`config.mk`:
```
export PLATFORM = sky130hd
export DESIGN_NAME = mqfs_ctrl
export DESIGN_NICKNAME = d
export VERILOG_FILES = /design/src/design/mqfs_pkg.sv /design/src/design/mqfs_ctrl.sv
export SDC_FILE = /design/constraint.sdc
export NUM_CORES = 1
export LEC_CHECK = 0
export BUFFER_PORTS_ARGS = -buffer_cell sky130_fd_sc_hd__buf_2
export CAP_MARGIN = 20
export CORE_MARGIN = 8
export CORE_UTILIZATION = 25
export DETAILED_ROUTE_END_ITERATION = 12
export RECOVER_POWER = 100
export SETUP_SLACK_MARGIN = 0.15
export SLEW_MARGIN = 10
export SYNTH_ARGS = -nofsm -noshare
export SYNTH_HDL_FRONTEND = slang
export SYNTH_SLANG_ARGS = --single-unit
```
`constraint.sdc`:
```
create_clock -name clk -period 2.55 [get_ports clk]
set_input_delay 0.765 -clock clk [delete_from_list [all_inputs] [get_ports clk]]
set_output_delay 0.765 -clock clk [all_outputs]
set_load 0.05 [all_outputs]
```
`src/design/mqfs_pkg.sv`:
```
// Shared types and codes for the multi-queue FIFO with search.
package mqfs_pkg;

    typedef enum logic [1:0] {
        MODE_PUSH   = 2'd0,
        MODE_POP    = 2'd1,
        MODE_PEEK   = 2'd2,
        MODE_SEARCH = 2'd3
    } mode_t;

    typedef enum logic [1:0] {
        ST_OK       = 2'd0,
        ST_DISABLED = 2'd1,
        ST_EMPTY    = 2'd2,
        ST_FULL     = 2'd3
    } status_t;

    typedef enum logic [3:0] {
        S_IDLE,
        S_CHECK,
        S_ALLOC,
        S_PUSH_WR,
        S_HEAD_RD,
        S_HEAD_WAIT,
        S_HEAD_DONE,
        S_SRCH_RD,
        S_SRCH_WAIT,
        S_SRCH_STEP,
        S_FLUSH_PICK,
        S_FLUSH_RD,
        S_FLUSH_WAIT,
        S_FLUSH_STEP,
        S_DONE
    } state_t;

    typedef struct packed {
        logic latch_in;
        logic alloc_scan;
        logic push_write;
        logic rd_head;
        logic head_take;
        logic pop_commit;
        logic rd_walk;
        logic walk_step;
        logic flush_pick;
        logic flush_rd;
        logic flush_step;
        logic set_status;
        logic [1:0] status_code;
        logic emit;
    } ctrl_t;

    typedef struct packed {
        logic       q_on;
        logic       q_empty;
        logic       pool_full;
        logic       alloc_done;
        logic       walk_last;
        logic       flush_any;
        logic       flush_last;
        logic [1:0] mode;
    } stat_t;

endpackage

```
`src/design/mqfs_ctrl.sv`:
```
// Controller state machine sequencing each queue operation.
module mqfs_ctrl (
    input  logic            clk,
    input  logic            rst_n,
    input  logic            start,
    input  logic            cfg_pending,
    input  mqfs_pkg::stat_t stat,
    output mqfs_pkg::ctrl_t ctrl,
    output logic            busy
);
    import mqfs_pkg::*;

    state_t state_reg, state_next;

    always_ff @(posedge clk or negedge rst_n)
    begin
        if (!rst_n)
        begin
            state_reg <= S_IDLE;
        end
        else
        begin
            state_reg <= state_next;
        end
    end

    always_comb
    begin
        state_next = state_reg;
        unique case (state_reg)
            S_IDLE:
            begin
                if (cfg_pending)
                begin
                    state_next = S_FLUSH_PICK;
                end
                else if (start)
                begin
                    state_next = S_CHECK;
                end
            end
            S_CHECK:
            begin
                if (!stat.q_on)
                begin
                    state_next = S_DONE;
                end
                else
                begin
                    unique case (stat.mode)
                        MODE_PUSH:   state_next = stat.pool_full ? S_DONE : S_ALLOC;
                        MODE_SEARCH: state_next = stat.q_empty ? S_DONE : S_SRCH_RD;
                        default:     state_next = stat.q_empty ? S_DONE : S_HEAD_RD;
                    endcase
                end
            end
            S_ALLOC:      state_next = stat.alloc_done ? S_PUSH_WR : S_ALLOC;
            S_PUSH_WR:    state_next = S_DONE;
            S_HEAD_RD:    state_next = S_HEAD_WAIT;
            S_HEAD_WAIT:  state_next = S_HEAD_DONE;
            S_HEAD_DONE:  state_next = S_DONE;
            S_SRCH_RD:    state_next = S_SRCH_WAIT;
            S_SRCH_WAIT:  state_next = S_SRCH_STEP;
            S_SRCH_STEP:  state_next = stat.walk_last ? S_DONE : S_SRCH_WAIT;
            S_FLUSH_PICK: state_next = stat.flush_any ? S_FLUSH_RD : S_IDLE;
            S_FLUSH_RD:   state_next = S_FLUSH_WAIT;
            S_FLUSH_WAIT: state_next = S_FLUSH_STEP;
            S_FLUSH_STEP: state_next = stat.flush_last ? S_FLUSH_PICK : S_FLUSH_WAIT;
            S_DONE:       state_next = S_IDLE;
            default:      state_next = S_IDLE;
        endcase
    end

    always_comb
    begin
        ctrl = '0;
        unique case (state_reg)
            S_IDLE:
            begin
                ctrl.latch_in = start && !cfg_pending;
            end
            S_CHECK:
            begin
                ctrl.set_status = 1'b1;
                if (!stat.q_on)
                begin
                    ctrl.status_code = ST_DISABLED;
                end
                else if (stat.mode == MODE_PUSH)
                begin
                    ctrl.status_code = stat.pool_full ? ST_FULL : ST_OK;
                end
                else if (stat.mode != MODE_SEARCH && stat.q_empty)
                begin
                    ctrl.status_code = ST_EMPTY;
                end
                else
                begin
                    ctrl.status_code = ST_OK;
                end
            end
            S_ALLOC:      ctrl.alloc_scan = 1'b1;
            S_PUSH_WR:    ctrl.push_write = 1'b1;
            S_HEAD_RD:    ctrl.rd_head = 1'b1;
            S_HEAD_WAIT:  ctrl.head_take = 1'b1;
            S_HEAD_DONE:  ctrl.pop_commit = 1'b1;
            S_SRCH_RD:    ctrl.rd_walk = 1'b1;
            S_SRCH_WAIT:  ctrl.rd_walk = 1'b0;
            S_SRCH_STEP:  ctrl.walk_step = 1'b1;
            S_FLUSH_PICK: ctrl.flush_pick = 1'b1;
            S_FLUSH_RD:   ctrl.flush_rd = 1'b1;
            S_FLUSH_WAIT: ctrl.flush_rd = 1'b0;
            S_FLUSH_STEP: ctrl.flush_step = 1'b1;
            S_DONE:       ctrl.emit = 1'b1;
            default:      ctrl = '0;
        endcase
    end

    assign busy = (state_reg != S_IDLE) || cfg_pending;

`ifndef SYNTHESIS
    a_emit_once: assert property (@(posedge clk) disable iff (!rst_n)
        ctrl.emit |=> !ctrl.emit)
        else $error("done strobe repeated");
    a_latch_idle: assert property (@(posedge clk) disable iff (!rst_n)
        ctrl.latch_in |=> state_reg == S_CHECK)
        else $error("accepted transaction did not start");
    a_flush_no_emit: assert property (@(posedge clk) disable iff (!rst_n)
        ctrl.flush_step |-> !ctrl.emit)
        else $error("result during flush");
`endif
endmodule

```
==> impl_metrics.yaml, run 1 <==
finish:
  nets: 129
  post-route-util: 0.363
  layout_common_cells: "nor2_1 (15), buf_2 (13), nand2_1 (10)"
  drive_gt1_frac: 0.378
  final_common_cell: "nor2_1"
  finish.instance_area_um2: 796
  antennaDiodeCount: 0
  area_delta_synth_final_pct: 38.9
  largest_register_ff_count: 4
  n_fill_cell: 241
floorplanning:
  die_h_um: 63.9
  io_pins: 29
  rows: 17
  coreArea_mm2: 0.00219
  dieArea_mm2: 0.00408
  die_width_um: 63.9
  start_util: 0.262
critical_path:
  critPathKind: "flip-flop to primary output"
  worstPathArrival_ns: 1.65
  endpoint_kind: "primary output"
  start_kind: "flip-flop"
  crit_fanout: 6
  slowest_delay_ns: 0.48
  crit_path_cell_trace: "or2_0 > nor2_8 > clkbuf_1"
  crit_required_ns: 1.79
  cpMaxStageDelayCell: "clkbuf_1"
route:
  vias: 697
  wl_um: 1790
  drt_iter0_drc: 41
  vias_per_cell: 5.01
  route.detailed.drc: 0
  ant_nets: 0
  drt_first_pass_iters: 4
  routedWlPerCell_um: 12.9
clock_tree:
  cts_made_buffers: 3
  clk_path_buf_depth: 2
  cts-root-buf: "clkbuf_4"
  tritoncts: "done"
  cts_sinks: 4
  clk_pin_slew_ns: 0.04
  ctsHtreeMaxLevel: 1
  clock_latency_ns: 0.24
  cts-hold-fix-buffers: 0
sta:
  fin_ws_ns: 0.132
  setup_violations: 0
  rsz0062_at_grt: "true"
  fmax_mhz: 414
  final.period_utilization: 0.948
  clock_skew_ns: 0.00386
  finalCriticalPeriod_ns: 2.42
  slew_headroom: 0.598
  drv_slew: 0
  tightestPinTransition_ns: 0.606
  finalHoldViolCount: 0
power:
  clockPowerShare: 0.088
  p_leak_nw: 0.388
  ir_worst_vdd_mv: 0.366
  power_switching_share: 0.582
  p_switching_w: 0.000531
  comb_power_share: 0.790
  p_seq_frac: 0.122
  p_int_w: 0.000381
  power_density_mw_per_mm2: 1150
synthesis:
  synth_top_family_by_area: "simple AND/OR/NAND/NOR gates"
  synth_fp_nets: 96
  ys_seq_area_frac: 0.175
  muxShareOfSynthArea: 0
  synth_area_um2: 573
  synth_compound_area_frac: 0.286
  synth_adder_area_share: 0.0655
  avgSynthCellArea_um2: 7.16
  yosys.cell_types.count: 33
  yosysWarnings: 0
  synth_xor_xnor_area_share: 0
  synth-simple-area-share: 0.360
  syn_inst: 80
  synth_seq_cells: 4
global_route:
  grt_pass1_wl_um: 2990
  grt_start_max_net_pins: 15
  antenna_found_initial: 0
  overflow: 0
  grt_pass1_vias: 692
  grt_usage: 0.0882
placed_design:
  dp_hpwl_um: 1450
  dpl_cell_area_um2: 753
  place_ws_ns: 0.0377
  gp_congestion: 0.839
  port_buffers: 28
worst_hold_path:
  hp-class: "input pin to async pin"
run_status:
  status: "completed"
job:
  maxCapViolCount: 0
## final timing paths
| path | start | endpoint | slack (ns) | depth (start not counted) |
|---|---|---|---|---|
| hold reg to reg | state_reg[1]$_DFFE_PN0P_ | state_reg[1]$_DFFE_PN0P_ | 0.67 | 2 |
| setup / recovery | state_reg[3]$_DFFE_PN0P_ | ctrl[3] | 0.13 | 3 |
| hold / removal | rst_n | state_reg[0]$_DFFE_PN0P_ | 0.34 | 1 |
| max in group asynchronous | rst_n | state_reg[1]$_DFFE_PN0P_ | 2.04 | 1 |
| min in group clk | state_reg[1]$_DFFE_PN0P_ | state_reg[1]$_DFFE_PN0P_ | 0.67 | 2 |
| setup reg to reg | state_reg[3]$_DFFE_PN0P_ | state_reg[0]$_DFFE_PN0P_ | 1.11 | 5 |
## cell usage after synthesis
master / count / area (um2)
nor2_1: 16 / 60.1
nor3_1: 2 / 10.0
or2b_1: 1 / 7.51
nand2_1: 11 / 41.3
o211ai_1: 2 / 15.0
inv_1: 5 / 18.8
a41oi_1: 1 / 8.76
buf_4: 1 / 7.51
a2bb2o_1: 1 / 10.0
a311oi_1: 1 / 8.76
a2bb2oi_1: 1 / 8.76
dfrtp_1: 4 / 100
nand2b_1: 2 / 12.5
a211oi_1: 2 / 15.0
o211ai_2: 1 / 12.5
or2_1: 1 / 6.26
a222oi_1: 1 / 10.0
nand2b_2: 1 / 8.76
o22ai_1: 2 / 12.5
buf_2: 1 / 5.00
a21oi_1: 4 / 20.0
and3_1: 1 / 6.26
o21ai_0: 2 / 10.0
a31oi_1: 1 / 6.26
nor3b_2: 1 / 12.5
buf_6: 3 / 33.8
o32a_1: 1 / 10.0
nor2b_1: 1 / 6.26
nor2_8: 1 / 20.0
nand3_1: 3 / 15.0
a211o_1: 1 / 8.76
ha_1: 3 / 37.5
o21bai_1: 1 / 7.51
## routing by layer
metal	wire length (um)	vias up	track usage
li1	-	349	-
met1	760	307	0.110
met2	803	39	0.123
met3	209	2	0.0348
met4	19	0	0.0557
met5	0	-	0
## cells by family after synthesis
family | count (synthesis)
adders and majority gates | 3
and+or+nand+nor | 41
AOI/OAI and AO/OA | 22
DFF | 4
buffers and inverters | 10
## layout make-up
class | count | area (um2) | area share
multi-input combinational | 66 | 434 | 0.546
timing repair buffer | 33 | 185 | 0.233
sequential | 4 | 100 | 0.126
tap | 28 | 35.0 | 0.0440
clock buffer | 3 | 22.5 | 0.0283
inverter | 5 | 18.8 | 0.0236
## power groups by stage
stage / Clock [W] / Combinational [W] / Sequential, W
5_1_grt: 0.0000882 / 0.000795 / 0.000115
4_1_cts: 0.0000833 / 0.000721 / 0.000113
3_5_place_dp: 0 / 0.000716 / 0.000113
2_1_floorplan: 0 / 0.000577 / 0.000119
3_3_place_gp: 0 / 0.000713 / 0.000111
6_report: 0.0000803 / 0.000720 / 0.000111
## per-stage QoR
step / TNS, ns / power [W] / std cells / hold WS, ns
6_report: 0 / 0.000912 / 139 / 0.336
5_1_grt: 0 / 0.000997 / 139 / 0.361
4_1_cts: 0 / 0.000917 / 139 / 0.314
3_5_place_dp: 0 / 0.000830 / 136 / 0.570
3_3_place_gp: 0 / 0.000823 / 136 / 0.570
2_1_floorplan: -0.0263 / 0.000696 / 80 / 0.469
## critical path: cells and delay by family (launching register included)
family	cells	cell delay [ns]
simple gates	2	0.56
buf+inv	1	0.48
flops	1	0.37
## repair_timing
action / CTS / global route
resized for setup: 3 / 7
pin swaps: 0 / 4
endpoints found under the hold margin: 0 / 0
cloned: 0 / 0
setup buffers: 0 / 0
endpoints found under the setup margin: 2 / 2
Note: power is estimated with default switching activity, not from simulation.
==> run 2: changes to the inputs <==
Settings changed: SETUP_SLACK_MARGIN 0.15 to 0.4.
==> impl_metrics.yaml, run 2 (same netlist as run 1, synthesis figures left out) <==
run_status:
  status: "completed"
sta:
  tightestPinTransition_ns: 0.623
  finalCriticalPeriod_ns: 2.36
  rsz0062_at_grt: "true"
  clock_skew_ns: 0.00286
  setup_violations: 0
  slew_headroom: 0.586
  finalHoldViolCount: 0
  drv_slew: 0
  tns_ns: 0
  fmax_mhz: 423
  final.period_utilization: 0.927
clock_tree:
  clock_latency_ns: 0.23
  clk_pin_slew_ns: 0.04
  cts_made_buffers: 3
  clk_path_buf_depth: 2
  cts-root-buf: "clkbuf_4"
  tritoncts: "done"
  cts_sinks: 4
  ctsHtreeMaxLevel: 1
global_route:
  overflow: 0
  grt_pass1_vias: 724
  grt_pass1_wl_um: 3290
  gr-usage-met3: 0.0296
  grt_usage: 0.0947
  grt_start_max_net_pins: 15
  grt.met1_usage: 0.114
  busiest_layer: "met2"
  antenna_found_initial: 0
  met2_usage: 0.152
floorplanning:
  die_width_um: 63.9
  rows: 17
  dieArea_mm2: 0.00408
  io_pins: 29
  die_h_um: 63.9
  start_util: 0.262
  coreArea_mm2: 0.00219
finish:
  fin_cells: 143
  largest_register_ff_count: 4
  finish.instance_area_um2: 933
  antennaDiodeCount: 0
  nets: 133
  layout_common_cells: "nor2_1 (11), buf_2 (9), nand2_1 (8)"
  area_delta_synth_final_pct: 62.9
  final_common_cell: "nor2_1"
  drive_gt1_frac: 0.470
  post-route-util: 0.426
placed_design:
  placed_cells: 137
  gp_congestion: 0.827
  dp_hpwl_um: 1460
  port_buffers: 28
  dpl_cell_area_um2: 782
critical_path:
  timing.rr.start: "state_reg[2]$_DFFE_PN0P_"
  slowest_delay_ns: 0.23
  critPathKind: "input pin to primary output"
  path_buf_inv: 3
  endpoint_kind: "primary output"
  worstSetupStartpoint: "stat[1]"
  start_kind: "input pin"
  cpLargestDelayFamily: "buffers and inverters"
  crit_required_ns: 1.79
  cpMaxStageDelayCell: "ha_1"
  crit_path_cell_trace: "buf_8 > inv_4 > ha_1 > nor2_2 > nand2_1 > a21oi_2 > buf_6"
  crit_fanout: 3
  worstPathArrival_ns: 1.60
route:
  ant_nets: 0
  vias: 700
  route.detailed.drc: 0
  drt_iter0_drc: 32
  routedWlPerCell_um: 13.7
  wl_um: 1960
  drt_first_pass_iters: 4
  vias_per_cell: 4.90
power:
  power_density_mw_per_mm2: 1140
  ir_worst_vdd_mv: 0.486
  p_leak_nw: 0.423
  total_power_w: 0.00107
worst_hold_path:
  hp-class: "input pin to async pin"
job:
  maxCapViolCount: 0
[run 2: cell count changes in the layout (fill, tap and decap cells not counted), moves of 3 or more]
| cell | previous run | this run |
|---|---|---|
| clkbuf_2 | 9 | 4 |
| buf_2 | 13 | 9 |
| buf_6 | 2 | 6 |
| buf_8 | 0 | 4 |
| nor2_1 | 15 | 11 |
| clkbuf_1 | 4 | 7 |
[run 2: layout make-up]
cell class / instances / area (um2)
Timing Repair Buffer: 37 / 272
Fill cell: 237 / 1260
Clock buffer: 3 / 22.5
Tap cell: 28 / 35.0
Inverter: 5 / 21.3
Sequential cell: 4 / 100
Multi-Input combinational cell: 66 / 483
[run 2: path summary, 6_finish.rpt]
| path | to | slack, ns | depth (start not counted) |
|---|---|---|---|
| min in group clk | state_reg[2]$_DFFE_PN0P_ | 0.66 | 3 |
| max in group asynchronous | state_reg[2]$_DFFE_PN0P_ | 2.03 | 1 |
| max reg2reg | state_reg[0]$_DFFE_PN0P_ | 1.11 | 6 |
| min | state_reg[1]$_DFFE_PN0P_ | 0.34 | 1 |
| min reg2reg | state_reg[2]$_DFFE_PN0P_ | 0.66 | 3 |
| max | ctrl[2] | 0.19 | 7 |
[run 2: stage by stage]
stage               hold slack (ns)  worst slack, ns
floorplan                     0.469            0.137
CTS                           0.317            0.269
finish                        0.344            0.186
global route                  0.338            0.113
global placement              0.570           0.0525
detailed placement            0.569          0.00697
[run 2: timing repair]
item / CTS / global route
setup buffers: 0 / 3
cloned: 0 / 0
hold buffers: 0 / 0
setup endpoints to repair: 12 / 14
gates resized for setup: 32 / 27
pin swaps: 6 / 6
[run 2: power breakdown]
| part | total, W | leakage (nW) | switching [W] | internal [W] |
|---|---|---|---|---|
| clock network | 0.0000777 | 0.0138 | 0.0000251 | 0.0000526 |
| logic | 0.000871 | 0.362 | 0.000542 | 0.000329 |
| registers | 0.000120 | 0.0477 | 0.0000227 | 0.0000969 |
[run 2: metal layers]
metal	vias to the layer above	routed length, um
met5	-	0
met2	27	952
met4	0	16
met1	316	861
li1	355	-
met3	2	131
==> run 3: changes to the inputs <==
--- a/config.mk
+++ b/config.mk
@@ -9,7 +9,8 @@
 export CAP_MARGIN = 20
 export CORE_MARGIN = 8
-export CORE_UTILIZATION = 25
+export CORE_UTILIZATION = 30
 export DETAILED_ROUTE_END_ITERATION = 12
 export RECOVER_POWER = 100
+export REMOVE_ABC_BUFFERS = 1
 export SETUP_SLACK_MARGIN = 0.4
 export SLEW_MARGIN = 10
==> constraint.sdc (replaced) <==
create_clock -name clk -period 2.55 [get_ports clk]
set_input_delay 0.51 -clock clk [delete_from_list [all_inputs] [get_ports clk]]
set_output_delay 0.51 -clock clk [all_outputs]
set_load 0.05 [all_outputs]
==> impl_metrics.yaml, run 3 (same netlist as run 1, synthesis figures left out) <==
sta:
  rsz0062_at_grt: "false"
  final.period_utilization: 0.868
  slew_headroom: 0.597
  finalCriticalPeriod_ns: 2.21
  tightestPinTransition_ns: 0.607
  clock_skew_ns: 0.00488
  fmax_mhz: 452
  finalHoldViolCount: 0
  drv_slew: 0
  setup_violations: 0
clock_tree:
  clk_pin_slew_ns: 0.04
  cts-root-buf: "clkbuf_4"
  cts-hold-fix-buffers: 0
  ctsHtreeMaxLevel: 1
  cts_sinks: 4
  cts_made_buffers: 3
  clk_path_buf_depth: 2
  clock_latency_ns: 0.24
  tritoncts: "done"
finish:
  fin_cells: 136
  final_common_cell: "buf_2"
  seq_area_um2: 101
  area_delta_synth_final_pct: 28.8
  drive_gt1_frac: 0.284
  largest_register_ff_count: 4
  nets: 127
  layout_common_cells: "buf_2 (18), nor2_1 (16), nand2_1 (11)"
  n_fill_cell: 221
  antennaDiodeCount: 0
  finish.instance_area_um2: 738
  multi_input_area_um2: 410
critical_path:
  worstPathArrival_ns: 1.70
  cpLargestDelayFamily: "flip-flops"
  worst-path-stages: 3
  reg2reg_setup_slack_ns: 0.96
  critPathKind: "flip-flop to primary output"
  crit_path_cell_trace: "or2b_1 > nor2_1 > clkbuf_1"
  slowest_delay_ns: 0.49
  ff2ff_path_depth: 5
  cpMaxStageDelayCell: "dfrtp_1"
  crit_required_ns: 2.04
  endpoint_kind: "primary output"
  start_kind: "flip-flop"
  crit_fanout: 10
  path_buf_inv: 1
placed_design:
  port_buffers: 28
  placed_cells: 132
  dp_hpwl_um: 1390
  gp_congestion: 0.765
  dpl_cell_area_um2: 716
floorplanning:
  io_pins: 29
  die_width_um: 59.7
  start_util: 0.305
  dieArea_mm2: 0.00356
  coreArea_mm2: 0.00188
  rows: 16
  die_h_um: 59.7
power:
  clockPowerShare: 0.090
  comb_power_share: 0.752
  p_seq_frac: 0.158
  power_density_mw_per_mm2: 1180
  p_int_w: 0.000357
  power_switching_share: 0.588
  p_switching_w: 0.000511
  p_leak_nw: 0.361
  ir_worst_vdd_mv: 0.320
route:
  drt_iter0_drc: 17
  wl_met1_um: 681
  wl_met3_um: 121
  vias_per_cell: 5.07
  vias: 689
  route.detailed.drc: 0
  wl_um: 1690
  highest_layer: "met4"
  drt_first_pass_iters: 4
  ant_nets: 0
  route.met2.wl_um: 871
  routedWlPerCell_um: 12.4
global_route:
  grt_pass1_vias: 687
  antenna_found_initial: 0
  grt_pass1_wl_um: 2770
  grt_start_max_net_pins: 15
  grt_usage: 0.101
  overflow: 0
worst_hold_path:
  hp-class: "input pin to async pin"
job:
  maxCapViolCount: 0
run_status:
  status: "completed"
## run 3: changes by cell type in the layout (fill, tap and decap cells not counted), sizes merged
cell / change
clkbuf: -1
buf: -5
## run 3: layout make-up
cell class | instances | area share
multi-input cells | 66 | 0.556
repair buffers | 31 | 0.205
flip-flops and latches | 4 | 0.137
well taps | 27 | 0.0458
clock buffers | 3 | 0.0305
inverters | 5 | 0.0254
## run 3: power groups by stage
stage	Sequential (W)	Clock (W)	Combinational, W
6_report	0.000138	0.0000779	0.000653
5_1_grt	0.000143	0.0000847	0.000712
4_1_cts	0.000142	0.0000787	0.000650
3_5_place_dp	0.000142	0	0.000641
3_3_place_gp	0.000140	0	0.000646
2_1_floorplan	0.000167	0	0.000455
## run 3: worst paths after layout
check | to | from
min in group clk | state_reg[2]$_DFFE_PN0P_ | stat[4]
min | state_reg[3]$_DFFE_PN0P_ | rst_n
max | ctrl[7] | state_reg[3]$_DFFE_PN0P_
max in group asynchronous | state_reg[2]$_DFFE_PN0P_ | rst_n
min reg2reg | state_reg[1]$_DFFE_PN0P_ | state_reg[1]$_DFFE_PN0P_
max reg2reg | state_reg[1]$_DFFE_PN0P_ | state_reg[0]$_DFFE_PN0P_
## run 3: per-stage QoR
stage | worst slack (ns) | power, W | hold WS (ns) | TNS (ns) | util
after floorplan | -0.0164 | 0.000622 | 0.214 | -0.0164 | -
after global placement | 0.525 | 0.000786 | 0.316 | 0 | 0.380
after detailed placement | 0.534 | 0.000783 | 0.317 | 0 | 0.380
after CTS | 0.413 | 0.000871 | 0.0716 | 0 | 0.395
after global routing | 0.217 | 0.000940 | 0.107 | 0 | 0.392
final | 0.337 | 0.000868 | 0.0899 | 0 | 0.392
## run 3: metal layers
| layer | vias up | track usage |
|---|---|---|
| li1 | 346 | - |
| met1 | 317 | 0.116 |
| met2 | 24 | 0.158 |
| met3 | 2 | 0.0323 |
| met4 | 0 | 0.0612 |
| met5 | - | 0 |
## run 3: timing repair
action                                 in CTS  in global routing
endpoints found under the hold margin       0                  0
pin swaps                                   0                  1
setup buffers                               0                  1
resized for setup                           2                  3
gates cloned                                0                  0
setup endpoints to repair                   3                  3
